<file path="src/rtl/nbhc_pkg.sv">
// Shared types, constants and coefficient tables for the NbTi specific heat pipeline.
package nbhc_pkg;

  // Field and datapath widths.
  localparam int unsigned TempW    = 20;
  localparam int unsigned TempFracW = 10;
  localparam int unsigned FieldW   = 13;
  localparam int unsigned HeatW    = 24;
  localparam int unsigned AccW     = 64;
  localparam int unsigned FracW    = 32;
  localparam int unsigned FieldShift = FracW - 2;

  // Polynomial shape.
  localparam int unsigned NumRanges   = 6;
  localparam int unsigned NumCoefs    = 5;
  localparam int unsigned HornerSteps = NumCoefs - 1;

  typedef logic [2:0] nbhc_range_t;
  typedef logic [2:0] nbhc_cidx_t;

  localparam nbhc_range_t RangeLow  = 3'd0;
  localparam nbhc_cidx_t  LinearIdx = 3'd1;
  localparam nbhc_cidx_t  TopIdx    = 3'd4;

  // Range breakpoints on the raw temperature (T >= breakpoint).
  localparam logic [TempW-1:0] Brk1 = 20'd9626;
  localparam logic [TempW-1:0] Brk2 = 20'd29039;
  localparam logic [TempW-1:0] Brk3 = 20'd52214;
  localparam logic [TempW-1:0] Brk4 = 20'd169780;
  localparam logic [TempW-1:0] Brk5 = 20'd508457;

  // Output scaling: q = floor((P + D/2) / D) with D = density * 2^24.
  localparam logic [63:0] Density  = 64'd6538;
  localparam int unsigned DenShift = 24;
  localparam int unsigned HalfW    = 36;
  localparam logic [HalfW-1:0] HalfDen = HalfW'(Density << (DenShift - 1));

  // Quotient by reciprocal multiply, exact for dividends below 2^XW.
  localparam int unsigned XW        = 38;
  localparam int unsigned SplitW    = XW / 2;
  localparam int unsigned RecipW    = 39;
  localparam int unsigned RecipShift = 51;
  localparam logic [RecipW-1:0] Recip =
      RecipW'(((64'd1 << RecipShift) + Density - 64'd1) / Density);
  localparam int unsigned ProdW = SplitW + RecipW;
  localparam int unsigned TotW  = ProdW + SplitW;
  localparam int unsigned QW    = TotW - RecipShift;

  localparam logic [HeatW-1:0] HeatMax = '1;

  // Coefficient k of range r multiplies T^k, in Q.32, rounded half away from zero.
  localparam logic signed [AccW-1:0] Coef [NumRanges][NumCoefs] = '{
    '{ 64'sd0,
       64'sd0,
       64'sd0,
       $signed(((64'd491 << 32) + 64'd5) / 64'd10),
       64'sd0 },
    '{ 64'sd0,
       $signed(64'd928 << 32),
       64'sd0,
       $signed(((64'd1624 << 32) + 64'd50) / 64'd100),
       64'sd0 },
    '{ $signed(64'd41383 << 32),
       -$signed(((64'd78461 << 32) + 64'd5) / 64'd10),
       $signed(((64'd55371 << 32) + 64'd50) / 64'd100),
       $signed(((64'd119838 << 32) + 64'd5000) / 64'd10000),
       -$signed(((64'd2177 << 32) + 64'd5000) / 64'd10000) },
    '{ -$signed(64'd1530000 << 32),
       $signed(64'd83022 << 32),
       -$signed(((64'd7163 << 32) + 64'd5) / 64'd10),
       $signed(((64'd2976 << 32) + 64'd500) / 64'd1000),
       -$signed(((64'd482 << 32) + 64'd50000) / 64'd100000) },
    '{ $signed(64'd1240000 << 32),
       $signed(64'd13706 << 32),
       -$signed(((64'd5166 << 32) + 64'd50) / 64'd100),
       $signed(((64'd9296 << 32) + 64'd50000) / 64'd100000),
       -$signed(((64'd629 << 32) + 64'd5000000) / 64'd10000000) },
    '{ $signed(64'd2450000 << 32),
       $signed(((64'd9555 << 32) + 64'd5) / 64'd10),
       -$signed(((64'd257 << 32) + 64'd500) / 64'd1000),
       64'sd0,
       64'sd0 }
  };

  // One sample as it travels down the chain.
  typedef struct packed {
    logic [TempW-1:0]       temperature;
    nbhc_range_t            rng;
    logic                   zero;
    logic signed [AccW-1:0] acc;
  } nbhc_item_t;

  // Table lookup; codes outside the table read as zero.
  function automatic logic signed [AccW-1:0] coef_of(nbhc_range_t r, nbhc_cidx_t k);
    logic signed [AccW-1:0] c;
    c = '0;
    if (r < 3'(NumRanges) && k < 3'(NumCoefs)) begin
      c = Coef[r][k];
    end
    return c;
  endfunction

endpackage

</file>
<file path="src/rtl/nbhc_scale.sv">
// Back end: divides by the density with rounding, clamps and saturates.
module nbhc_scale
  import nbhc_pkg::*;
(
  input  logic             clk_i,
  input  logic             rst_ni,
  input  logic             in_valid_i,
  output logic             in_ready_o,
  input  nbhc_item_t       in_item_i,
  output logic             out_valid_o,
  input  logic             out_ready_i,
  output logic [HeatW-1:0] out_heat_o,
  output logic             out_sat_o
);

  typedef struct packed {
    logic zero;
    logic neg;
    logic big;
  } nbhc_flags_t;

  logic              v1_q, v2_q, v3_q;
  logic              ready1, ready2, ready3;
  nbhc_flags_t       flags_d, flags1_q, flags2_q;
  logic [XW+DenShift-1:0] sum_d;
  logic [XW-1:0]     x1_q;
  logic [ProdW-1:0]  ph_q, pl_q;
  logic [TotW-1:0]   total;
  logic [QW-1:0]     q;
  logic [HeatW-1:0]  heat_d, heat_q;
  logic              sat_d, sat_q;

  assign ready3     = !v3_q || out_ready_i;
  assign ready2     = !v2_q || ready3;
  assign ready1     = !v1_q || ready2;
  assign in_ready_o = ready1;

  // Stage 1: rounding offset and the first power-of-two part of the divide.
  always_comb begin
    flags_d.zero = in_item_i.zero;
    flags_d.neg  = in_item_i.acc[AccW-1];
    flags_d.big  = |in_item_i.acc[AccW-2:XW+DenShift-1];
    sum_d = {1'b0, in_item_i.acc[XW+DenShift-2:0]} + (XW + DenShift)'(HalfDen);
  end

  // Stage 3: reassemble the reciprocal product and pick the result.
  assign total = {ph_q, {SplitW{1'b0}}} + TotW'(pl_q);
  assign q     = total[TotW-1:RecipShift];

  always_comb begin
    heat_d = '0;
    sat_d  = 1'b0;
    priority if (flags2_q.zero) begin
      heat_d = '0;
      sat_d  = 1'b0;
    end else if (flags2_q.neg) begin
      heat_d = '0;
      sat_d  = 1'b1;
    end else if (flags2_q.big || (|q[QW-1:HeatW])) begin
      heat_d = HeatMax;
      sat_d  = 1'b1;
    end else begin
      heat_d = q[HeatW-1:0];
      sat_d  = 1'b0;
    end
  end

  // Valid bits.
  always_ff @(posedge clk_i or negedge rst_ni) begin
    if (!rst_ni) begin
      v1_q <= 1'b0;
      v2_q <= 1'b0;
      v3_q <= 1'b0;
    end else begin
      if (ready1) begin
        v1_q <= in_valid_i;
      end
      if (ready2) begin
        v2_q <= v1_q;
      end
      if (ready3) begin
        v3_q <= v2_q;
      end
    end
  end

  // Payload; stage 2 multiplies both halves of the dividend by the reciprocal.
  always_ff @(posedge clk_i) begin
    if (ready1 && in_valid_i) begin
      flags1_q <= flags_d;
      x1_q     <= sum_d[XW+DenShift-1:DenShift];
    end
    if (ready2 && v1_q) begin
      flags2_q <= flags1_q;
      ph_q     <= ProdW'(x1_q[XW-1:SplitW]) * ProdW'(Recip);
      pl_q     <= ProdW'(x1_q[SplitW-1:0]) * ProdW'(Recip);
    end
    if (ready3 && v2_q) begin
      heat_q <= heat_d;
      sat_q  <= sat_d;
    end
  end

  assign out_valid_o = v3_q;
  assign out_heat_o  = heat_q;
  assign out_sat_o   = sat_q;

  a_sat_ends: assert property (@(posedge clk_i) disable iff (!rst_ni)
    v3_q && sat_q |-> heat_q == '0 || heat_q == HeatMax)
    else $error("saturated word carries a value inside the range");

  a_zero_clean: assert property (@(posedge clk_i) disable iff (!rst_ni)
    ready3 && v2_q && flags2_q.zero |=> v3_q && !sat_q && heat_q == '0)
    else $error("zero temperature did not give a clean zero");

endmodule

</file>
<file path="config.mk">
export PLATFORM = sky130hd
export DESIGN_NAME = nbhc_scale
export DESIGN_NICKNAME = d
export VERILOG_FILES = /design/src/rtl/nbhc_pkg.sv /design/src/rtl/nbhc_scale.sv
export SDC_FILE = /design/constraint.sdc
export NUM_CORES = 2
export LEC_CHECK = 0
export ABC_AREA = 0
export BUFFER_PORTS_ARGS = -buffer_cell sky130_fd_sc_hd__buf_2
export CAP_MARGIN = 20
export CELL_PAD_IN_SITES_DETAIL_PLACEMENT = 0
export CELL_PAD_IN_SITES_GLOBAL_PLACEMENT = 1
export CORE_ASPECT_RATIO = 0.7
export CORE_MARGIN = 8
export CORE_UTILIZATION = 52
export CTS_CLUSTER_SIZE = 30
export DETAILED_ROUTE_END_ITERATION = 6
export MAX_ROUTING_LAYER = met4
export PLACE_DENSITY_LB_ADDON = 0.1
export SYNTH_ARGS = -nofsm -noshare
export SYNTH_HDL_FRONTEND = slang
export SYNTH_SLANG_ARGS = --single-unit
</file>
<file path="constraint.sdc">
create_clock -name clk_i -period 8.3 [get_ports clk_i]
set_input_delay 0.415 -clock clk_i [delete_from_list [all_inputs] [get_ports clk_i]]
set_output_delay 0.415 -clock clk_i [all_outputs]
set_load 0.02 [all_outputs]
</file>
== Word level (Yosys, flattened, before mapping) ==
Cells that the tools add are included.

* Register bits: 186
* Output and inout port bits: 27

* Reduce and logical (&&, ||, !) cells: 13
* Muxes and demuxes: 3
* Add/subtract/negate cells: 2
* Multiply operators: 2

{| class="wikitable"
|+ Operators with widths
! cell !! count
|-
| multiplier 19 x 38 -> 57 bit (second input constant) || 2
|-
| adder 77 x 58 -> 77 bit || 1
|-
| adder 61 x 36 -> 62 bit (second input constant) || 1
|-
| two-way mux 24 bit || 1
|-
| OR reduction 2 bit || 3
|-
| logical OR 1 bit || 4
|-
| logical AND 1 bit || 3
|-
| zero test 1 bit || 3
|-
| two-way mux 1 bit || 2
|}

== Depth between registers and ports, before layout ==
* Depth in word-level cells: 5
* Mapped depth: 24

== Least setup slack after synthesis ==
Ideal clock, no wire load.

* Path type: reg2reg
* Start point: register x1_q[26]
* End point: register ph_q[50] (data pin)
* Data required time: 8.037 ns
* Buffers on the path: 0
* Arrival time: 5.970 ns
* Cell stages (with the launch flop): 22
* Setup slack: 2.067 ns
* Cell sequence: edfxtp_1 > fa_1 > fa_1 > inv_1 > fa_1 > inv_1 > fa_1 > fa_1 > inv_1 > fa_1 > inv_1 > ha_1 > a211o_1 > a21oi_1 > o21ai_0 > a221oi_1 > o2111ai_1 > and3_1 > o21ai_0 > nor2_1 > a311oi_1 > xnor2_1

* Word-level cells in the longest chain between the ends: 1

{| class="wikitable"
|+ RTL lines
! item !! RTL line !! RTL
|-
| start: declaration || nbhc_scale.sv:26 || <nowiki>logic [XW-1:0] x1_q;</nowiki>
|-
| start signal: assignment || nbhc_scale.sv:91 || <nowiki>x1_q <= sum_d[XW+DenShift-1:DenShift];</nowiki>
|-
| multiplier 19 x 38 -> 57 bit || nbhc_scale.sv:95 || <nowiki>ph_q <= ProdW'(x1_q[XW-1:SplitW]) * ProdW'(Recip);</nowiki>
|-
| end signal: assignment || nbhc_scale.sv:95 ||
|-
| end: declaration || nbhc_scale.sv:27 || <nowiki>logic [ProdW-1:0] ph_q, pl_q;</nowiki>
|}

No other way between the ends.
A chain may end at the register's enable or synchronous reset.

== Worst setup path in the final report ==
* Start point: register x1_q[8]
* End point: register pl_q[50] (data pin)

* Word-level cells in the longest chain between the ends: 1

{| class="wikitable"
|+ RTL lines
! item !! RTL line !! RTL
|-
| multiplier 19 x 38 -> 57 bit || nbhc_scale.sv:96 || <nowiki>pl_q <= ProdW'(x1_q[SplitW-1:0]) * ProdW'(Recip);</nowiki>
|-
| end signal: assignment || nbhc_scale.sv:96 ||
|-
| end: declaration || nbhc_scale.sv:27 ||
|}

No other way between the ends.

==> reports/metrics.csv <==
metric,value,unit
Post-Synthesis Cells,2806,
crit path DAT,7.95,ns
gr usage total,0.266,
final wirelength,80000,um
I/O Buffers,71,
DR vias/cell,5.44,
Startpoint Class,flop,
CTS Buf Count,17,
Crit path depth,21,
hold depth,1,
Wirelength per Cell,21.8,um
Sink Count,167,
Setup Total Neg Slack,0,ns
RSZ-0062 raised after global routing,no,
antenna violations before repair,1,
Top Ports,119,
Post-DP HPWL,71000,um
max frequency,0.129,GHz
sequential area share after synthesis,0.174,
Detailed Route Iter0 Violations,1478,
Area Growth Syn to Fin,7.06,%
critical path buffer and inverter count,4,
Post-synth EDFFs,164,
row cnt,72,
Avg Inst Size Synth,10.2,sq um
MaxCap Viol Count,0,
worst clock skew,0.0156,ns
"Top cell by count, worst path",fa_1,
status,"complete, no violations",
Mapped Area,28800,sq um
Die W,297,um
CTS tree,built,
setup ws final,0.562,ns
# hold bufs at CTS,1,
Mapped Nets,3835,
gpl congestion,0.997,
H-tree depth,4,
Yosys cell types,75,
critical path cell sequence,ha_1 > inv_1 > fa_1 > fa_1 > inv_1 > fa_1 > inv_1 > fa_1 > fa_1 > inv_1 > ha_1 > and3_1 > a221oi_1 > o21ai_0 > nor3_1 > o211ai_1 > nand2_1 > o21ai_0 > a211oi_2 > mux2i_1 > a2111oi_0,
Placement Setup Slack,0.916,ns
pin count of the biggest net entering global routing,75,
clock tree root buffer cell,clkbuf_16,
share of post-route cells with drive strength above 1,0.0667,
layout net count,3939,
worst-path maximum fanout,8,
CTS resizes,0,
DRC Markers,0,
vias in the first global route,20700,
critical path type,reg2reg,
final setup vio count,0,
kind of cell adding the most delay to the critical path,adder cells,
asr flop ratio synth,0.0180,
CP max-delay cell,edfxtp_1,
min Tclk post-route,7.74,ns
remaining antenna violation count,0,
grt ovf,0,
clock-pin slew on the worst setup and hold paths,0.07,ns
die height,213,um
via count,19900,
max-slew violation count,0,
transition time of the tightest slew-check pin,1.20,ns
total die area,63200,sq um
final hold viol count,0,
max incr delay on CP,0.67,ns
top_reg_cell synth,edfxtp_1,
Critical Path RT,8.51,ns
Clock Latency Late Sink,0.47,ns
first-pass GRT wire length,124000,um
"flops & latches, synth",167,
total core area,55000,sq um
Rel. slew slack,0.191,
Ant. Diodes,0,
yosys warns,0,
CTS max path bufs,2,
hold crit path type,in2reg,
first-pass iteration count of the detailed router,5,
Initial Utilization,0.523,
hold_ws,0.151,ns
# Post-CTS Setup Buffers,0,
crit path capture type,flop,
worst r2r path cells,21,
Final period util,0.932,
[metal layers]
layer	share of wire	global-route usage	wire, um
met1	0.53	0.415	42200
met5	0	-	0
met2	0.36	0.328	28800
met3	0.10	0.0933	8210
met4	0.0093	0.0371	745
[path summary, 6_finish.rpt]
kind / startpoint / to / slack (ns)
max in group asynchronous: rst_ni / v1_q / 7.90
setup reg to reg: x1_q[8] / pl_q[50] / 0.56
hold reg to reg: flags1_q[2] / flags2_q[2] / 0.42
hold / removal: in_item_i[63] / flags1_q[1] / 0.15
setup / recovery: x1_q[8] / pl_q[50] / 0.56
min in group asynchronous: rst_ni / out_valid_o / 0.29
[state kept, by name, summed over array words and instances (netlist names)]
signal / cells
x1_q: 38
pl_q: 38
out_heat_o: 24
v2_q: 1
ph_q: 57
flags1_q: 3
v1_q: 1
out_valid_o: 1
out_sat_o: 1
flags2_q: 3
[synthesized netlist by cell type (all sizes together), types with 18 or more instances]
cell type  instances  area (sq um)
nand4             22           150
o21ai             71           363
a21oi            141           781
fa               428          8570
ha               509          6370
nand2            100           375
nor3              21           116
xor2              40           350
nor2              89           342
edfxtp           164          4920
and4              18           160
xnor2             95           832
and3              26           168
nand3             39           195
inv              755          2830
a21o              53           398
[final cells by class]
cell class,instances,area (sq um)
clock buffer,20,457
tap,740,926
clock inverter,12,129
sequential,167,5000
fill,4913,24200
inverter,755,2830
timing repair buffer,103,618
multi-input combinational,1866,20800
[layout by cell type (no fill, tap or decap), types with 17 or more instances in the layout]
cell / n
edfxtp_1: 164
nor3_1: 20
a21oi_1: 121
buf_4: 30
inv_1: 755
xor2_1: 40
nand3_1: 39
ha_1: 509
clkbuf_16: 17
and3_1: 22
buf_2: 71
nand4_1: 20
a21oi_2: 20
nand2_1: 100
xnor2_1: 95
o21ai_0: 69
a21o_1: 53
fa_1: 428
nor2_1: 88
[logic make-up after synthesis]
group / count (synthesis) / share of synthesized area
and+or+nand+nor: 395 / 0.0706
adders and majority gates: 937 / 0.519
buffers and inverters: 773 / 0.102
xor gates and xnor gates: 135 / 0.0411
muxes: 2 / 0.000827
DFF: 167 / 0.174
AOI/OAI and AO/OA: 397 / 0.0921
[through the flow]
step	utilization	cell area, sq um	cells
after detailed placement	0.549	30200	3629
after global routing	0.560	30800	3663
after CTS	0.560	30800	3662
after global placement	0.549	30200	3629
final	0.560	30800	3663
after floorplan	-	28800	2806
Power is left out: the tool's default activity adds up to more than one toggle a clock period on the data nets, which glitch-free logic cannot reach.
