$ cat src/rtl/nbhc_pkg.sv
// Shared types, constants and coefficient tables for the NbTi specific heat pipeline.
package nbhc_pkg;

  // Field and datapath widths.
  localparam int unsigned TempW    = 20;
  localparam int unsigned TempFracW = 10;
  localparam int unsigned FieldW   = 13;
  localparam int unsigned HeatW    = 24;
  localparam int unsigned AccW     = 64;
  localparam int unsigned FracW    = 32;
  localparam int unsigned FieldShift = FracW - 2;

  // Polynomial shape.
  localparam int unsigned NumRanges   = 6;
  localparam int unsigned NumCoefs    = 5;
  localparam int unsigned HornerSteps = NumCoefs - 1;

  typedef logic [2:0] nbhc_range_t;
  typedef logic [2:0] nbhc_cidx_t;

  localparam nbhc_range_t RangeLow  = 3'd0;
  localparam nbhc_cidx_t  LinearIdx = 3'd1;
  localparam nbhc_cidx_t  TopIdx    = 3'd4;

  // Range breakpoints on the raw temperature (T >= breakpoint).
  localparam logic [TempW-1:0] Brk1 = 20'd9626;
  localparam logic [TempW-1:0] Brk2 = 20'd29039;
  localparam logic [TempW-1:0] Brk3 = 20'd52214;
  localparam logic [TempW-1:0] Brk4 = 20'd169780;
  localparam logic [TempW-1:0] Brk5 = 20'd508457;

  // Output scaling: q = floor((P + D/2) / D) with D = density * 2^24.
  localparam logic [63:0] Density  = 64'd6538;
  localparam int unsigned DenShift = 24;
  localparam int unsigned HalfW    = 36;
  localparam logic [HalfW-1:0] HalfDen = HalfW'(Density << (DenShift - 1));

  // Quotient by reciprocal multiply, exact for dividends below 2^XW.
  localparam int unsigned XW        = 38;
  localparam int unsigned SplitW    = XW / 2;
  localparam int unsigned RecipW    = 39;
  localparam int unsigned RecipShift = 51;
  localparam logic [RecipW-1:0] Recip =
      RecipW'(((64'd1 << RecipShift) + Density - 64'd1) / Density);
  localparam int unsigned ProdW = SplitW + RecipW;
  localparam int unsigned TotW  = ProdW + SplitW;
  localparam int unsigned QW    = TotW - RecipShift;

  localparam logic [HeatW-1:0] HeatMax = '1;

  // Coefficient k of range r multiplies T^k, in Q.32, rounded half away from zero.
  localparam logic signed [AccW-1:0] Coef [NumRanges][NumCoefs] = '{
    '{ 64'sd0,
       64'sd0,
       64'sd0,
       $signed(((64'd491 << 32) + 64'd5) / 64'd10),
       64'sd0 },
    '{ 64'sd0,
       $signed(64'd928 << 32),
       64'sd0,
       $signed(((64'd1624 << 32) + 64'd50) / 64'd100),
       64'sd0 },
    '{ $signed(64'd41383 << 32),
       -$signed(((64'd78461 << 32) + 64'd5) / 64'd10),
       $signed(((64'd55371 << 32) + 64'd50) / 64'd100),
       $signed(((64'd119838 << 32) + 64'd5000) / 64'd10000),
       -$signed(((64'd2177 << 32) + 64'd5000) / 64'd10000) },
    '{ -$signed(64'd1530000 << 32),
       $signed(64'd83022 << 32),
       -$signed(((64'd7163 << 32) + 64'd5) / 64'd10),
       $signed(((64'd2976 << 32) + 64'd500) / 64'd1000),
       -$signed(((64'd482 << 32) + 64'd50000) / 64'd100000) },
    '{ $signed(64'd1240000 << 32),
       $signed(64'd13706 << 32),
       -$signed(((64'd5166 << 32) + 64'd50) / 64'd100),
       $signed(((64'd9296 << 32) + 64'd50000) / 64'd100000),
       -$signed(((64'd629 << 32) + 64'd5000000) / 64'd10000000) },
    '{ $signed(64'd2450000 << 32),
       $signed(((64'd9555 << 32) + 64'd5) / 64'd10),
       -$signed(((64'd257 << 32) + 64'd500) / 64'd1000),
       64'sd0,
       64'sd0 }
  };

  // One sample as it travels down the chain.
  typedef struct packed {
    logic [TempW-1:0]       temperature;
    nbhc_range_t            rng;
    logic                   zero;
    logic signed [AccW-1:0] acc;
  } nbhc_item_t;

  // Table lookup; codes outside the table read as zero.
  function automatic logic signed [AccW-1:0] coef_of(nbhc_range_t r, nbhc_cidx_t k);
    logic signed [AccW-1:0] c;
    c = '0;
    if (r < 3'(NumRanges) && k < 3'(NumCoefs)) begin
      c = Coef[r][k];
    end
    return c;
  endfunction

endpackage

$ cat src/rtl/nbhc_cell.sv
// One Horner cell: acc <- floor(acc * T / 1024) + c[K], in two register stages.
module nbhc_cell
  import nbhc_pkg::*;
#(
  parameter int unsigned K = 0
) (
  input  logic              clk_i,
  input  logic              rst_ni,
  input  logic [FieldW-1:0] field_i,
  input  logic              in_valid_i,
  output logic              in_ready_o,
  input  nbhc_item_t        in_item_i,
  output logic              out_valid_o,
  input  logic              out_ready_i,
  output nbhc_item_t        out_item_o
);

  localparam int unsigned LoW = FracW + TempW;
  localparam int unsigned HiW = AccW - FracW + TempW + 1;

  logic                   v1_q, v2_q;
  logic                   ready1, ready2;
  nbhc_item_t             item1_q, item2_q;
  logic [LoW-1:0]         lo_q, lo_d;
  logic signed [HiW-1:0]  hi_q, hi_d;
  logic signed [AccW-1:0] coef_q, coef_d;
  logic signed [AccW-1:0] acc_d;

  assign ready2     = !v2_q || out_ready_i;
  assign ready1     = !v1_q || ready2;
  assign in_ready_o = ready1;

  // Stage 1: the two partial products of the 64 x 20 multiply and the coefficient.
  always_comb begin
    lo_d = LoW'(in_item_i.acc[FracW-1:0]) * LoW'(in_item_i.temperature);
    hi_d = $signed(in_item_i.acc[AccW-1:FracW]) * $signed({1'b0, in_item_i.temperature});
    if (in_item_i.rng == RangeLow && 3'(K) == LinearIdx) begin
      coef_d = $signed({{(AccW - FieldW - FieldShift){1'b0}}, field_i,
                        {FieldShift{1'b0}}});
    end else begin
      coef_d = coef_of(in_item_i.rng, 3'(K));
    end
  end

  // Stage 2: recombine, drop the ten temperature fraction bits, add the coefficient.
  assign acc_d = (AccW'(hi_q) <<< (FracW - TempFracW))
               + $signed(AccW'(lo_q[LoW-1:TempFracW]))
               + coef_q;

  // Valid bits.
  always_ff @(posedge clk_i or negedge rst_ni) begin
    if (!rst_ni) begin
      v1_q <= 1'b0;
      v2_q <= 1'b0;
    end else begin
      if (ready1) begin
        v1_q <= in_valid_i;
      end
      if (ready2) begin
        v2_q <= v1_q;
      end
    end
  end

  // Payload.
  always_ff @(posedge clk_i) begin
    if (ready1 && in_valid_i) begin
      item1_q <= in_item_i;
      lo_q    <= lo_d;
      hi_q    <= hi_d;
      coef_q  <= coef_d;
    end
    if (ready2 && v1_q) begin
      item2_q <= {item1_q.temperature, item1_q.rng, item1_q.zero, acc_d};
    end
  end

  assign out_valid_o = v2_q;
  assign out_item_o  = item2_q;

  a_stage_moves: assert property (@(posedge clk_i) disable iff (!rst_ni)
    v1_q && ready2 |=> v2_q)
    else $error("word left the product stage but did not reach the sum stage");

endmodule

$ cat config.mk
export PLATFORM = sky130hd
export DESIGN_NAME = nbhc_cell
export DESIGN_NICKNAME = d
export VERILOG_FILES = /design/src/rtl/nbhc_pkg.sv /design/src/rtl/nbhc_cell.sv
export SDC_FILE = /design/constraint.sdc
export NUM_CORES = 2
export LEC_CHECK = 0
export ABC_AREA = 1
export BUFFER_PORTS_ARGS = -buffer_cell sky130_fd_sc_hd__buf_2
export CAP_MARGIN = 20
export CELL_PAD_IN_SITES_DETAIL_PLACEMENT = 0
export CELL_PAD_IN_SITES_GLOBAL_PLACEMENT = 1
export CORE_MARGIN = 5
export CORE_UTILIZATION = 54
export DETAILED_ROUTE_END_ITERATION = 7
export GPL_TIMING_DRIVEN = 0
export PLACE_DENSITY = 0.89
export SYNTH_ARGS = -nofsm -noshare
export SYNTH_HDL_FRONTEND = slang
export SYNTH_SLANG_ARGS = --single-unit
$ cat constraint.sdc
create_clock -name clk_i -period 15.2 [get_ports clk_i]
set_input_delay 0 -clock clk_i [delete_from_list [all_inputs] [get_ports clk_i]]
set_output_delay 0 -clock clk_i [all_outputs]
set_load 0.02 [all_outputs]
Word level (Yosys, flattened, before mapping)
Memory sizes are Yosys's and may differ from the RTL's. A register that Yosys moved wholly into a read port is not among the register bits.
Cells that the tools add are included.
{ "classes": {"addsub": 2, "multipliers": 2, "order_cmp": 1, "n_bitwise": 1, "n_reduce_logical": 7} }
{ "ops": {"columns": ["operator", "count"], "rows": [
  ["$add A64 B43 Y64", 1],
  ["$add A64 B64 Y64", 1],
  ["$mul A32 B20 Y52", 1],
  ["$mul A32 B21 Y42", 1],
  ["$not A3 Y4", 1],
  ["$logic_not A1 Y1", 3],
  ["$lt A3 B3 Y1 const B", 1],
  ["$logic_and A1 B1 Y1", 2],
  ["$logic_or A1 B1 Y1", 2]
]} }
{ "word_totals": {"ff_bits": 208, "mem_bits_ro": 2560, "in_bits": 105, "out_inout_bits": 90, "elab_cells": 25, "memories": 1} }
{ "memory_table": {"columns": ["name", "words", "word_bits", "read_ports", "rd_clocked_by_memory_dff", "wr", "line", "rtl"], "rows": [
  ["(name not given)", 8, 320, 1, 1, 0, "nbhc_pkg.sv:98", "c = Coef[r][k];"]
]} }

Longest topological paths before layout
{ "depth": {"ltp_word": 4, "depth_mapped": 30, "mapped_depth_nobuf": 28} }

Worst setup path after synthesis
Ideal clock, no wire load.
{ "synth_timing": {"kind": "input-to-reg", "startpoint": "input port in_item_i[83] (netlist name)", "endpoint": "register hi_q[41], data pin", "setup_ns": 0.252, "arrival_time_ns": 5.658, "required_time_ns": 14.948, "slack_ns": 9.290, "cell_stages": 28, "path_buffers": 3, "cell_sequence": "clkbuf_1 clkbuf_1 buf_1 nand2_1 fa_1 fa_1 inv_1 fa_1 inv_1 fa_1 inv_1 fa_1 fa_1 inv_1 fa_1 inv_1 ha_1 nand2_1 nor2_1 inv_2 nor2_1 inv_1 nor2_1 nand3_1 nand3_1 inv_2 nand3_1 nand2_1"} }
{ "synth_via": {"elab_chain_cells": 1} }
{ "synth_lines": {"columns": ["element", "line", "rtl"], "rows": [
  ["from (decl)", "nbhc_cell.sv:12", "input nbhc_item_t in_item_i,"],
  ["$mul A32 B21 Y42", "nbhc_cell.sv:36", "hi_d = $signed(in_item_i.acc[AccW-1:FracW]) * $signed({1'b0, in_item_i.temperature});"],
  ["named net hi_d[41]", "nbhc_cell.sv:25", "logic signed [HiW-1:0] hi_q, hi_d;"],
  ["to (signal assigned)", "nbhc_cell.sv:70", "hi_q <= hi_d;"],
  ["to (decl)", "nbhc_cell.sv:25", null]
]} }
The timed path passes the listed nets, and every way through them passes these cells.
A chain may end at the register's enable or synchronous reset.

Worst setup path after layout
{ "layout_timing": {"startpoint": "input port in_item_i[72] (netlist name)", "endpoint": "register lo_q[34], data pin"} }
{ "layout_via": {"elab_chain_cells": 1} }
{ "layout_lines": {"columns": ["element", "line", "rtl"], "rows": [
  ["$mul A32 B20 Y52", "nbhc_cell.sv:35", "lo_d = LoW'(in_item_i.acc[FracW-1:0]) * LoW'(in_item_i.temperature);"],
  ["named net lo_d[34]", "nbhc_cell.sv:24", "logic [LoW-1:0] lo_q, lo_d;"],
  ["to (signal assigned)", "nbhc_cell.sv:69", "lo_q <= lo_d;"],
  ["to (decl)", "nbhc_cell.sv:24", null]
]} }
The timed path passes the listed nets, and every way through them passes these cells.

==> reports/results.txt <==
The number of DRC markers after the initial detailed-route iteration is 3,667, and the number of global-route vias before repair is 44,102. The number of antenna violations at the first check in global routing was 16; the layout filler cell count was 9,084. In the routed layout, each cell is associated on average with a via count of 5.28. The congestion estimate from routability-driven global placement came to 1.02. The run finished with clean final reports. Once detail routing completed, the nets flagged for antenna violations numbered 0. After synthesis the cells add up to 52,100 sq um. The buffer cell driving the clock tree root was clkbuf_16. TritonCTS built the clock tree. For the number of different library cells in the post-synthesis netlist, the log shows 48. After synthesis, the mean cell area works out to 7.97 sq um.

In the synthesized netlist the dominant register cell turns out to be edfxtp_1. The category of the worst setup path launch point is an input pin. The maximum fanout along the worst path works out to 10.

Hold timing on the final database bottoms out at a slack of 0.0589 ns. The clock reaches the later pin of the worst-skew pair after 0.63 ns. The run gives 0 as the max-slew violation count.

The number of nets at the end of the flow came out at 8,251. The critical path starts at in_item_i[72]. The total overflow left after global routing is 0. The die covers 103,000 sq um. The tools report the depth of the CTS H-tree as 1. During placement, the flow inserted port buffers numbering 124.

The transition at the pin with the smallest max-transition slack came out at 1.17 ns. The count of flip-flops with a built-in enable after synthesis is 207, and the final cycle utilization of the critical path is 53.1%. The type of the worst min-delay path is in2reg. The pre-antenna-repair detailed-routing pass consisted of 6 iterations. Dominant cell by count in the synthesized netlist: inv_1. The multi-input combinational cells in the finished layout cover a total of 37,300 sq um.

The worst setup path is of the in2reg kind. The detailed-route wire length per cell is 22.3 microns, and the area taken by flip-flops and latches is 6270 sq um. In the synthesized netlist the async set-or-reset flop fraction comes to 0.957%. For the register-to-register setup slack, the log shows 12.22 ns. In this run, post-CTS hold repair placed 28 buffers. In this run the critical register-to-register path is launched from lo_q[48]$_DFFE_PP_.

The synthesized design contains 209 register bits. The run gives 0 as the final setup violation count. The die is 321 microns tall.

The final count of hold timing violations is 0. The number of nets handed over by synthesis was 8,048. From left edge to right edge, the die measures 321 microns. Total half-perimeter wirelength after legalization and detailed placement: 154,000 microns. Based on the critical path, the design can be clocked at up to 124 MHz. The run gives 96,300 sq um as the area inside the core boundary. For this block, the routed nets add up to 179,000 microns of wire. The commonest cells after synthesis are inv_1, nand2_1, fa_1.

Yosys printed 0 warnings. The clock net in this run drives a total of 209 sinks. The first global-routing pass estimated 270,000 microns of wire. The tool flagged a number of max-cap violations equal to 0.

The post-synthesis cell count was 6,535. In this run the most critical hold path is launched from in_item_i[32]. In the global route stage, overall resource usage came out at 35.2%. The number of clock buffers added by TritonCTS is 26.

The logs give 0 for the number of post-CTS setup repair buffers and 8.29 ns for the signal arrival time at the worst endpoint. The critical path endpoint category is a flip-flop. fa_1 takes more of the synthesized area than any other cell. In this run the biggest area consumer among cell types represents 41.0% of the synthesized area. Setup repair after global routing left no endpoint under its margin. Clock-pin slew was measured on the worst setup and hold paths at 0.06 ns.

Counting cells, the worst reg-to-reg path comes to 9. In the final timing run, aggregate negative setup slack is 0 ns. Once the floorplan was initialized, standard cells occupied 54.1% of the core. The clock tree skew after final layout is 0.0737 ns. Following the worst setup path forward leads to its endpoint at lo_q[34]$_DFFE_PP_. The floorplan has 114 rows.

The longest clock path from root to sink contains 3 buffers. The post-route netlist has 4.63% of its cells at a drive strength greater than 1. At the worst endpoint, the required time is 15.42 ns. For this run, design rule violations remaining after detail routing come to 0. 195 I/O pins were placed. The tightest slew margin relative to the limit came out at 21.7%.

After layout, the minimum clock period comes to 8.06 ns. The layout overhead on the synthesized area is 7.27%. In this run the critical register-to-register path is captured at out_item_o[61]$_DFFE_PP_. Once the clock tree was built, the resizer swapped 0 gates to a different size. For the pin count of the biggest net entering global routing, the log shows 100. By area the synthesized netlist is led by fa_1, inv_1, nand2_1, edfxtp_1, ha_1. The run gives 12.0% as the share of the yosys chip area belonging to registers. The routed layout has 42,490 vias.
[placed cells by master, fill, tap and decap left out, types with 5 or more instances in the layout]
cell           instances
and3_1                 7
a31oi_1               22
clkinv_1               5
nor4_1                 5
xnor2_1               24
buf_1                 43
o21bai_1              15
inv_1               1990
nand3_2                6
clkbuf_1             206
o21a_1                 7
clkbuf_16             26
edfxtp_1             207
a21oi_1              143
a21oi_2                6
a21o_1                21
buf_2                135
nor2_1               243
nand4_1               22
ha_1                 342
nand2_1             1716
buf_8                 15
xor2_1                73
diode_2                8
nand3b_1               5
o21ai_0              105
nor2_2                20
nand2_2               24
inv_2                 26
dlygate4sd3_1         28
a21boi_0               5
fa_1                1066
nor3_2                 9
nor3_1                17
nand3_1              110
o21ai_1               11
[state kept, by name, indices dropped and copies added (netlist names)]
name	cells
coef_q	11
hi_q	42
item1_q	24
lo_q	42
out_item_o	88
out_valid_o	1
v1_q	1
[cell families after synthesis]
logic type	after synthesis	synth area share (%)
AOI/OAI and AO/OA	350	3.85
xor gates and xnor gates	98	1.66
adders and majority gates	1408	49.2
buffers and inverters	2277	16.4
DFF	209	12.0
and+or+nand+nor	2193	16.8
[per-stage QoR]
step                util (%)  setup WS [ns]  std cells  area, sq um
floorplan                  -           9.29       6535        52100
global placement        56.4           6.93       7935        54300
detailed placement      56.8           7.09       7954        54700
CTS                     58.0           7.13       8030        55800
global route            58.0           6.96       8034        55900
finish                  58.0           7.14       8042        55900
[worst min-delay path by stage]
stage	to	slack (ns)	cells after the start
6_report	hi_q[0]$_DFFE_PP_	0.06	3
5_1_grt	hi_q[0]$_DFFE_PP_	0.10	3
4_1_cts	hi_q[0]$_DFFE_PP_	0.03	3
3_5_place_dp	out_valid_o$_DFFE_PN0P_	-0.21	1
3_3_place_gp	v1_q$_DFFE_PN0N_	-0.22	1
2_1_floorplan	out_valid_o$_DFFE_PN0P_	-0.30	0
[worst max-delay path, cell delays in order]
cell and delay (ns):
dlygate4sd3_1 0.52, buf_2 0.12, clkbuf_1 0.81, clkbuf_1 0.92, nand2_1 0.11, inv_1 0.11, fa_1 0.43, fa_1 0.51
inv_1 0.05, fa_1 0.47, inv_1 0.05, fa_1 0.49, fa_1 0.54, fa_1 0.50, inv_1 0.05, fa_1 0.47
inv_1 0.04, ha_1 0.40, a21oi_1 0.42, o21ai_0 0.21, nand2_1 0.10, nand2_1 0.05, a21oi_1 0.25, nand2_1 0.20
nand2_1 0.12, nand2_1 0.05, nand2_1 0.07, nand2_1 0.22
[final cells by class]
cell class	instances	area share [%]
multi-input combinational	4049	66.7
inverter	2017	13.6
sequential	209	11.2
tap	1276	2.86
timing repair buffer	175	2.31
buffer	260	1.78
clock buffer	30	1.19
clock inverter	18	0.349
antenna	8	0.0358
[routing by layer]
layer | routed length, microns | global-route usage [%]
met4 | 9400 | 14.3
met5 | 175 | 0.370
met1 | 69700 | 46.4
met3 | 21200 | 10.8
met2 | 78800 | 54.7
Power is not shown: default switching activity piles up to over one toggle a cycle in this logic, so the estimate is an artifact.
