## config.mk

```make
export PLATFORM = sky130hd
export DESIGN_NAME = nbhc_range
export DESIGN_NICKNAME = d
export VERILOG_FILES = /design/src/rtl/nbhc_pkg.sv /design/src/rtl/nbhc_range.sv
export SDC_FILE = /design/constraint.sdc
export NUM_CORES = 1
export LEC_CHECK = 0
export BUFFER_PORTS_ARGS = -buffer_cell sky130_fd_sc_hd__buf_2
export CELL_PAD_IN_SITES_DETAIL_PLACEMENT = 0
export CELL_PAD_IN_SITES_GLOBAL_PLACEMENT = 1
export CORE_MARGIN = 1.5
export CORE_UTILIZATION = 30
export DETAILED_ROUTE_END_ITERATION = 10
export MAX_ROUTING_LAYER = met4
export PLACE_DENSITY = 0.78
export SLEW_MARGIN = 20
export SYNTH_ARGS = -nofsm -noshare
export SYNTH_HDL_FRONTEND = slang
export SYNTH_SLANG_ARGS = --single-unit
```

## constraint.sdc

```tcl
create_clock -name clk_i -period 3.1 [get_ports clk_i]
set_clock_uncertainty 0.15 [all_clocks]
set_input_delay 0.155 -clock clk_i [delete_from_list [all_inputs] [get_ports clk_i]]
set_output_delay 0.155 -clock clk_i [all_outputs]
set_load 0.05 [all_outputs]
```

## src/rtl/nbhc_pkg.sv

```systemverilog
// Shared types, constants and coefficient tables for the NbTi specific heat pipeline.
package nbhc_pkg;

  // Field and datapath widths.
  localparam int unsigned TempW    = 20;
  localparam int unsigned TempFracW = 10;
  localparam int unsigned FieldW   = 13;
  localparam int unsigned HeatW    = 24;
  localparam int unsigned AccW     = 64;
  localparam int unsigned FracW    = 32;
  localparam int unsigned FieldShift = FracW - 2;

  // Polynomial shape.
  localparam int unsigned NumRanges   = 6;
  localparam int unsigned NumCoefs    = 5;
  localparam int unsigned HornerSteps = NumCoefs - 1;

  typedef logic [2:0] nbhc_range_t;
  typedef logic [2:0] nbhc_cidx_t;

  localparam nbhc_range_t RangeLow  = 3'd0;
  localparam nbhc_cidx_t  LinearIdx = 3'd1;
  localparam nbhc_cidx_t  TopIdx    = 3'd4;

  // Range breakpoints on the raw temperature (T >= breakpoint).
  localparam logic [TempW-1:0] Brk1 = 20'd9626;
  localparam logic [TempW-1:0] Brk2 = 20'd29039;
  localparam logic [TempW-1:0] Brk3 = 20'd52214;
  localparam logic [TempW-1:0] Brk4 = 20'd169780;
  localparam logic [TempW-1:0] Brk5 = 20'd508457;

  // Output scaling: q = floor((P + D/2) / D) with D = density * 2^24.
  localparam logic [63:0] Density  = 64'd6538;
  localparam int unsigned DenShift = 24;
  localparam int unsigned HalfW    = 36;
  localparam logic [HalfW-1:0] HalfDen = HalfW'(Density << (DenShift - 1));

  // Quotient by reciprocal multiply, exact for dividends below 2^XW.
  localparam int unsigned XW        = 38;
  localparam int unsigned SplitW    = XW / 2;
  localparam int unsigned RecipW    = 39;
  localparam int unsigned RecipShift = 51;
  localparam logic [RecipW-1:0] Recip =
      RecipW'(((64'd1 << RecipShift) + Density - 64'd1) / Density);
  localparam int unsigned ProdW = SplitW + RecipW;
  localparam int unsigned TotW  = ProdW + SplitW;
  localparam int unsigned QW    = TotW - RecipShift;

  localparam logic [HeatW-1:0] HeatMax = '1;

  // Coefficient k of range r multiplies T^k, in Q.32, rounded half away from zero.
  localparam logic signed [AccW-1:0] Coef [NumRanges][NumCoefs] = '{
    '{ 64'sd0,
       64'sd0,
       64'sd0,
       $signed(((64'd491 << 32) + 64'd5) / 64'd10),
       64'sd0 },
    '{ 64'sd0,
       $signed(64'd928 << 32),
       64'sd0,
       $signed(((64'd1624 << 32) + 64'd50) / 64'd100),
       64'sd0 },
    '{ $signed(64'd41383 << 32),
       -$signed(((64'd78461 << 32) + 64'd5) / 64'd10),
       $signed(((64'd55371 << 32) + 64'd50) / 64'd100),
       $signed(((64'd119838 << 32) + 64'd5000) / 64'd10000),
       -$signed(((64'd2177 << 32) + 64'd5000) / 64'd10000) },
    '{ -$signed(64'd1530000 << 32),
       $signed(64'd83022 << 32),
       -$signed(((64'd7163 << 32) + 64'd5) / 64'd10),
       $signed(((64'd2976 << 32) + 64'd500) / 64'd1000),
       -$signed(((64'd482 << 32) + 64'd50000) / 64'd100000) },
    '{ $signed(64'd1240000 << 32),
       $signed(64'd13706 << 32),
       -$signed(((64'd5166 << 32) + 64'd50) / 64'd100),
       $signed(((64'd9296 << 32) + 64'd50000) / 64'd100000),
       -$signed(((64'd629 << 32) + 64'd5000000) / 64'd10000000) },
    '{ $signed(64'd2450000 << 32),
       $signed(((64'd9555 << 32) + 64'd5) / 64'd10),
       -$signed(((64'd257 << 32) + 64'd500) / 64'd1000),
       64'sd0,
       64'sd0 }
  };

  // One sample as it travels down the chain.
  typedef struct packed {
    logic [TempW-1:0]       temperature;
    nbhc_range_t            rng;
    logic                   zero;
    logic signed [AccW-1:0] acc;
  } nbhc_item_t;

  // Table lookup; codes outside the table read as zero.
  function automatic logic signed [AccW-1:0] coef_of(nbhc_range_t r, nbhc_cidx_t k);
    logic signed [AccW-1:0] c;
    c = '0;
    if (r < 3'(NumRanges) && k < 3'(NumCoefs)) begin
      c = Coef[r][k];
    end
    return c;
  endfunction

endpackage

```

## src/rtl/nbhc_range.sv

```systemverilog
// Front stage: picks the temperature range and seeds the Horner accumulator.
module nbhc_range
  import nbhc_pkg::*;
(
  input  logic             clk_i,
  input  logic             rst_ni,
  input  logic             in_valid_i,
  output logic             in_ready_o,
  input  logic [TempW-1:0] in_temp_i,
  output logic             out_valid_o,
  input  logic             out_ready_i,
  output nbhc_item_t       out_item_o
);

  logic        v_q;
  nbhc_item_t  item_q, item_d;
  nbhc_range_t rng;

  assign in_ready_o = !v_q || out_ready_i;

  // Breakpoint compares, lowest range first.
  always_comb begin
    priority if (in_temp_i < Brk1) begin
      rng = 3'd0;
    end else if (in_temp_i < Brk2) begin
      rng = 3'd1;
    end else if (in_temp_i < Brk3) begin
      rng = 3'd2;
    end else if (in_temp_i < Brk4) begin
      rng = 3'd3;
    end else if (in_temp_i < Brk5) begin
      rng = 3'd4;
    end else begin
      rng = 3'd5;
    end
  end

  always_comb begin
    item_d.temperature = in_temp_i;
    item_d.rng         = rng;
    item_d.zero        = (in_temp_i == '0);
    item_d.acc         = coef_of(rng, TopIdx);
  end

  // Valid bit.
  always_ff @(posedge clk_i or negedge rst_ni) begin
    if (!rst_ni) begin
      v_q <= 1'b0;
    end else if (in_ready_o) begin
      v_q <= in_valid_i;
    end
  end

  // Payload.
  always_ff @(posedge clk_i) begin
    if (in_ready_o && in_valid_i) begin
      item_q <= item_d;
    end
  end

  assign out_valid_o = v_q;
  assign out_item_o  = item_q;

  a_low_range: assert property (@(posedge clk_i) disable iff (!rst_ni)
    v_q && item_q.rng == RangeLow |-> item_q.temperature < Brk1)
    else $error("low range tagged on a temperature above the first breakpoint");

endmodule

```

# ---- Word level (Yosys, flattened, before mapping)
# Memory sizes are Yosys's and may differ from the RTL's. A register that Yosys moved wholly into a read port is not among the register bits.
# Cells that the tools add are included.
dict set report totals {
  rom_bits 2560
  ff_bits 25
  elab_cells 22
  n_memories 1
}
# memory depth word_bits rd rd_clocked_by_memory_dff write_ports line
set memory_table {}
lappend memory_table {{(no name shown)} 8 320 1 1 0 nbhc_pkg.sv:98} ;# c = Coef[r][k];
dict set report classes {
  reduce_logical 5
  magnitude_cmp 6
  n_bitwise 1
  muxes 5
}
# op n
set ops {}
lappend ops {{logical NOT 20 bit} 1}
lappend ops {{< comparator 20 x 14 -> 1 bit (second input constant)} 1}
lappend ops {{< comparator 20 x 15 -> 1 bit (second input constant)} 1}
lappend ops {{< comparator 20 x 16 -> 1 bit (second input constant)} 1}
lappend ops {{< comparator 20 x 18 -> 1 bit (second input constant)} 1}
lappend ops {{< comparator 20 x 19 -> 1 bit (second input constant)} 1}
lappend ops {{2-to-1 mux 3 bit} 4}
lappend ops {{NOT 3 -> 4 bit} 1}
lappend ops {{< comparator 3 bit (second input constant)} 1}
lappend ops {{logical NOT 1 bit} 2}
lappend ops {{logical AND 1 bit} 1}
lappend ops {{logical OR 1 bit} 1}
lappend ops {{2-to-1 mux 1 bit} 1}

# ---- Longest topological paths before layout
# Gate-level depths: netlist (run 1).
dict set report depth {
  depth_word 8
  mapped_depth 6
}

# ---- Worst setup path after synthesis (run 1)
# OpenSTA, ideal clock, no wires.
dict set report synth_timing {
  kind {register -> register}
  from {register v_q, in the netlist out_valid_o}
  to {register out_item_o[0] (netlist name)}
  path_buffers 0
  synth_period_minus_slack_ps 2431
  arrival_ps 1891
  slack_ps 669
  setup_ps 390
  path_stages_with_launch 3
  cell_sequence {dfrtp_1 -> nand2b_1 -> and2_1}
}
dict set report synth_between {
  elab_chain_len 3
}
# element line
set synth_lines {}
lappend synth_lines {{start, declared} nbhc_range.sv:15} ;# logic v_q;
lappend synth_lines {{start signal, assigned} nbhc_range.sv:50} ;# v_q <= in_valid_i;
lappend synth_lines {{logical NOT 1 bit} nbhc_range.sv:19} ;# assign in_ready_o = !v_q || out_ready_i;
lappend synth_lines {{logical OR 1 bit} nbhc_range.sv:19}
lappend synth_lines {{net in_ready_o} nbhc_range.sv:8} ;# output logic in_ready_o,
lappend synth_lines {{logical AND 1 bit} nbhc_range.sv:56} ;# if (in_ready_o && in_valid_i) begin
# The timed path passes the listed nets, and every way through them passes these cells.
# A chain may end at the register's enable or synchronous reset.

==> run_results.csv, run 1 <==
group,metric,value,unit
synth,yosys-top-cells-count,"buf_4 (59), edfxtp_1 (30), nor2_1 (8)",
critical_path,arrival,1.92,ns
critical_path,cp-end-kind,"flip-flop",
route,vias_per_cell,4.52,
synth,ys_ff_latch,31,
place,post-place-ws,1.27,ns
clock_network,htree_levels,2,
clock_network,numCtsBuffers,5,
critical_path,cp-start-kind,"primary input",
synth,yosysTopAreaCell,"edfxtp_1",
sta,hold_viol_final,0,
sta,layout_setup_ws,1.07,ns
sta,timing.hold.ws,0.0156,ns
synth,async_flop_share,3.23,%
clock_network,cts_tree,"yes",
synth,synthCells,155,
route,final_antenna_net_count,0,
synth,yosys_warnings,0,
sta,worstMarginPinSlew,0.760,ns
sta,timing.final.crit_share,65.6,%
final_layout,post-route-util,39.7,%
route,vias,1364,
sta,min_period,2.03,ns
route,wl_met3,300,µm
die,die_h,80.2,µm
place,numPortBuffers,111,
place,place_area,0.00200,mm²
global_routing,grtUsageTotal,11.7,%
synth,avgSynthCellArea,11.5,µm²
sta,rsz0062_at_grt,"no",
final_layout,synthToLayoutAreaGrowth,25.2,%
clock_network,clock_latency,0.27,ns
final_layout,num_antenna_cells,0,
critical_path,worstPathRequired,2.98,ns
die,coreArea,0.00564,mm²
synth,netlist.area_leader.share,50.3,%
critical_path,rr_worst_depth,3,
synth,synth_ff_type,"edfxtp_1",
sta,finalSetupTns,0,ns
hold_path,hold_path.class,"primary input to flip-flop",
synth,ys_types,34,
sta,slew_viol_final,0,
die,start_util,31.7,%
route,dr.first_iter.drc_count,34,
power_and_ir_drop,cellPowerDensity,566,mW/mm²
sta,fmax,492,MHz
synth,synth-edff-count,30,
final_layout,finish.instance_area,0.00224,mm²
global_routing,grt_pass1_vias,1129,
critical_path,cp_max_fo,6,
route,drt-pass1-iter-count,4,
synth,yosysSeqAreaShare,51.7,%
clock_network,clkSlewWorstSetupHoldPaths,0.06,ns
final_layout,fillers,551,
route,totalWireLength,3.60,mm
die,die_w,80.2,µm
synth,ys_top_cells_by_area,"edfxtp_1 (50%), buf_4 (25%), nor2_1 (1.7%)",
die,rows,27,
outcome,outcome,"finished clean",
power_and_ir_drop,leakage,0.984,nW
place,dp_hpwl,2.79,mm
sta,slew-limit-headroom,49.3,%
global_routing,grt-ovfl-total,0,
route,routedWlPerCell,11.9,µm
critical_path,r2r_start,"out_valid_o",
place,gp_congestion,0.787,
clock_network,clock-sinks,31,
route,route.met2.wl,1.60,mm
clock_network,root_buffer,"clkbuf_8",
hold_path,hold_end,"out_valid_o",
run,maxCapViolations,0,
critical_path,regToRegSetupSlack,1.66,ns
route,highest_layer,"met4",
critical_path,critPathKind,"primary input to flip-flop",
critical_path,r2r-end,"out_item_o[87]",
sta,setup_violations,0,
final_layout,drive_gt1_share,54.3,%
synth,synth.most_common_cell,"buf_4",
die,dieArea,0.00644,mm²
final_layout,layout.nets,253,
route,wl_met1,1.62,mm
power_and_ir_drop,ir_drop,307,µV
die,io_pins,114,
global_routing,grt_max_degree,38,
route,drc,0,
hold_path,min_path_cells,3,
clock_network,clk_path_buf_depth,2,
hold_path,holdCritStartpoint,"out_ready_i",
global_routing,grt_pass1_wl,5.49,mm
synth,syn_area,0.00179,mm²
global_routing,grt_antenna_before_repair,0,
==> worst max-delay path by stage <==
stage | from | endpoint | slack [ns] | depth (start not counted)
2_1_floorplan | out_valid_o | out_item_o[0] | 0.67 | 2
3_3_place_gp | in_temp_i[4] | out_item_o[65] | 1.30 | 6
3_5_place_dp | in_temp_i[4] | out_item_o[65] | 1.27 | 6
4_1_cts | in_temp_i[14] | out_item_o[65] | 1.08 | 7
5_1_grt | in_temp_i[16] | out_item_o[2] | 1.0 | 7
6_report | in_temp_i[14] | out_item_o[65] | 1.07 | 7
==> report_power, final <==
part	internal (mW)	total, mW	switching (mW)	leakage [nW]
Clock	0.235	0.376	0.141	0.0556
Combinational	0.0789	0.391	0.312	0.631
Sequential	0.489	0.501	0.0129	0.297
==> layout make-up <==
cell class              instances  area [µm²]  share of cell area [%]
well taps                      72        90.1                    4.02
clock inverters                 3        38.8                    1.73
repair buffers                125         693                    30.9
clock buffers                   5        68.8                    3.07
inverters                       4        15.0                   0.670
flip-flops and latches         31         926                    41.3
multi-input cells              62         409                    18.3
==> flip-flops by register name, indices dropped and copies added (netlist names) <==
| signal | cells |
|---|---|
| out_item_o | 30 |
| out_valid_o | 1 |
==> routing by layer <==
layer  track usage (%)  vias up
met4              5.69        0
li1                  -      645
met2              17.0       96
met5                 -        -
met1              15.2      615
met3              2.73        8
==> cells by family after synthesis <==
family | Yosys count | share of synthesized area [%]
DFF | 31 | 51.7
other | 1 | 0.210
buffers and inverters | 63 | 25.6
AOI/OAI and AO/OA | 21 | 9.86
and+or+nand+nor | 39 | 12.6
==> placed cells by master (no fill, tap or decap), types with 2 or more instances in the layout <==
cell type,count
dlygate4sd3_1,13
buf_2,111
and3_1,2
a31oi_1,2
inv_1,4
nand3_1,2
nand2_1,4
nand4_1,2
a21oi_1,4
and2_1,2
nand2b_1,4
nor2_1,8
nor3_1,3
o21ai_0,4
edfxtp_1,30
clkbuf_8,5
nand4b_1,2
o211ai_1,3
nor4_1,3
conb_1,2
==> stage by stage <==
| step | total power [mW] | cells |
|---|---|---|
| CTS | 1.29 | 302 |
| floorplan | 0.852 | 156 |
| detailed placement | 0.892 | 281 |
| finish | 1.27 | 302 |
| global placement | 0.890 | 281 |
| global route | 1.32 | 302 |
==> worst max-delay path: stages <==
cell and delay (ns):
dlygate4sd3_1 0.53, buf_2 0.15, or2_0 0.24, a211o_1 0.31, o221ai_4 0.24, nand2_2 0.11
and3_1 0.18
==> timing repair <==
item | CTS | global route
gates resized for setup | 0 | 0
endpoints found under the hold margin | 13 | 0
hold buffers | 13 | 0
setup buffers | 0 | 0
Note: power is estimated with default switching activity, not from simulation.
==> inputs of run 2 (changes only) <==
Clock period 3.1 ns to 1.9 ns, I/O delays scaled along.
==> run 2 against run 1 <==
Compared with the run above:
- power grew 67%
- design area grew 9.2%
- sequential share of layout area shrank 3.5 points
- critical path type unchanged
- largest power group unchanged
- highest routed layer unchanged
==> run_results.csv, run 2 (same netlist as run 1, synthesis figures left out) <==
group,metric,value,unit
die,rows,27,
final_layout,synthToLayoutAreaGrowth,36.8,%
power_and_ir_drop,p_sw,780,µW
critical_path,arrival,1.71,ns
clock_network,clkSlewWorstSetupHoldPaths,0.06,ns
power_and_ir_drop,p_total,2.12,mW
route,final_antenna_net_count,0,
power_and_ir_drop,power_frac_clock,29.2,%
clock_network,root_buffer,"clkbuf_8",
die,start_util,31.7,%
critical_path,rr_worst_depth,2,
sta,setup_violations,0,
die,dieArea,0.00644,mm²
route,routedWlPerCell,12.5,µm
sta,rsz0062_at_grt,"no",
final_layout,num_antenna_cells,0,
clock_network,clk_path_buf_depth,2,
global_routing,grtUsageTotal,12.7,%
die,die_h,80.2,µm
clock_network,cts_tree,"yes",
place,dpl.cell_count,282,
clock_network,htree_levels,2,
route,dr.first_iter.drc_count,40,
run,maxCapViolations,0,
clock_network,numCtsBuffers,5,
die,io_pins,114,
final_layout,final_common_cell,"buf_2",
final_layout,layout.nets,267,
sta,min_period,1.83,ns
final_layout,drive_gt1_share,55.7,%
sta,fmax,547,MHz
critical_path,worstPathRequired,1.78,ns
critical_path,critPathKind,"primary input to flip-flop",
hold_path,min_path_cells,2,
place,gp_congestion,0.745,
global_routing,grt-ovfl-total,0,
sta,slew_viol_final,0,
final_layout,largest_reg_flops,30,
final_layout,layout_common_cells,"buf_2 (109), edfxtp_1 (30), dlygate4sd3_1 (21)",
place,dp_hpwl,2.92,mm
route,drc,0,
final_layout,final_cells,316,
place,numPortBuffers,111,
clock_network,clock-sinks,31,
route,vias,1434,
power_and_ir_drop,intPower,1.34,mW
sta,timing.final.crit_share,96.3,%
power_and_ir_drop,switching_share,36.9,%
global_routing,grt_pass1_wl,5.87,mm
route,drt-pass1-iter-count,4,
hold_path,hold_path.class,"primary input to flip-flop",
power_and_ir_drop,cellPowerDensity,865,mW/mm²
global_routing,grt_antenna_before_repair,0,
route,vias_per_cell,4.54,
final_layout,fillers,533,
outcome,outcome,"finished clean",
global_routing,grt_pass1_vias,1212,
global_routing,grt_max_degree,38,
power_and_ir_drop,comb_power_share,32.5,%
critical_path,cp-start-kind,"primary input",
power_and_ir_drop,leakage,1.07,nW
die,coreArea,0.00564,mm²
power_and_ir_drop,ir_drop,408,µV
critical_path,cp_max_fo,6,
clock_network,clock_latency,0.27,ns
route,totalWireLength,3.95,mm
die,die_w,80.2,µm
power_and_ir_drop,p_seq_share,38.3,%
sta,finalSetupTns,0,ns
sta,hold_viol_final,0,
critical_path,cp-end-kind,"flip-flop",
-- run 2: cell types whose count changed in the layout (fill, tap and decap cells not counted), moves of 2 or more --
cell	change
buf_2	-2
buf_4	+5
dlygate4sd3_1	+8
nand2b_1	-2
dlymetal6s4s_1	+2
-- run 2: area by class of cell --
class                   instances  area (µm²)  share of cell area [%]
repair buffers                139         837                    34.2
inverters                       4        15.0                   0.613
well taps                      72        90.1                    3.68
clock buffers                   5        68.8                    2.81
clock inverters                 3        38.8                    1.58
flip-flops and latches         31         926                    37.8
multi-input cells              62         472                    19.3
-- run 2: what timing repair did --
| item | in CTS | in global routing |
|---|---|---|
| buffers inserted | 0 | 4 |
| hold endpoints to repair | 21 | 0 |
| setup endpoints to repair | 0 | 2 |
| hold buffers | 23 | 0 |
| gates resized for setup | 0 | 14 |
-- run 2: through the flow --
step | util (%) | area [µm²] | hold slack [ns] | setup slack, ns
floorplan | - | 1800 | -0.351 | 0.136
global placement | 35.7 | 2020 | -0.280 | 0.187
detailed placement | 35.7 | 2020 | -0.279 | 0.143
CTS | 41.7 | 2350 | 0.0313 | 0.00934
global route | 43.4 | 2450 | 0.0543 | 0.0266
finish | 43.4 | 2450 | 0.0629 | 0.0703
-- run 2: final timing paths --
check,from,to,slack (ns)
worst max-delay path,in_temp_i[2],out_item_o[65],0.07
worst min-delay path,in_temp_i[4],out_item_o[72],0.06
worst max register to register,out_valid_o,out_item_o[87],0.51
worst min register to register,out_valid_o,out_item_o[74],0.79
max in group asynchronous,rst_ni,out_valid_o,1.01
min in group asynchronous,rst_ni,out_valid_o,0.49
-- run 2: worst max-delay path, stage by stage --
cell and delay, ns:
dlygate4sd3_1 0.52, buf_2 0.17, o211ai_1 0.13, a211o_1 0.31, o221ai_4 0.22, nand2_2 0.11, and3_4 0.16
-- run 2: routing by layer --
layer | GRT usage [%] | vias up | share of wire, %
li1 | - | 674 | -
met1 | 14.6 | 664 | 42
met5 | - | - | 0
met2 | 21.0 | 89 | 50
met3 | 3.07 | 7 | 6.5
met4 | 5.17 | 0 | 1.6
-- run 2: power by group through the flow --
stage / Combinational [mW] / Sequential, mW / Clock (mW)
after detailed placement: 0.634 / 0.827 / 0
final: 0.687 / 0.811 / 0.618
after floorplan: 0.427 / 0.965 / 0
after global placement: 0.634 / 0.825 / 0
after CTS: 0.670 / 0.813 / 0.632
after global routing: 0.720 / 0.816 / 0.669
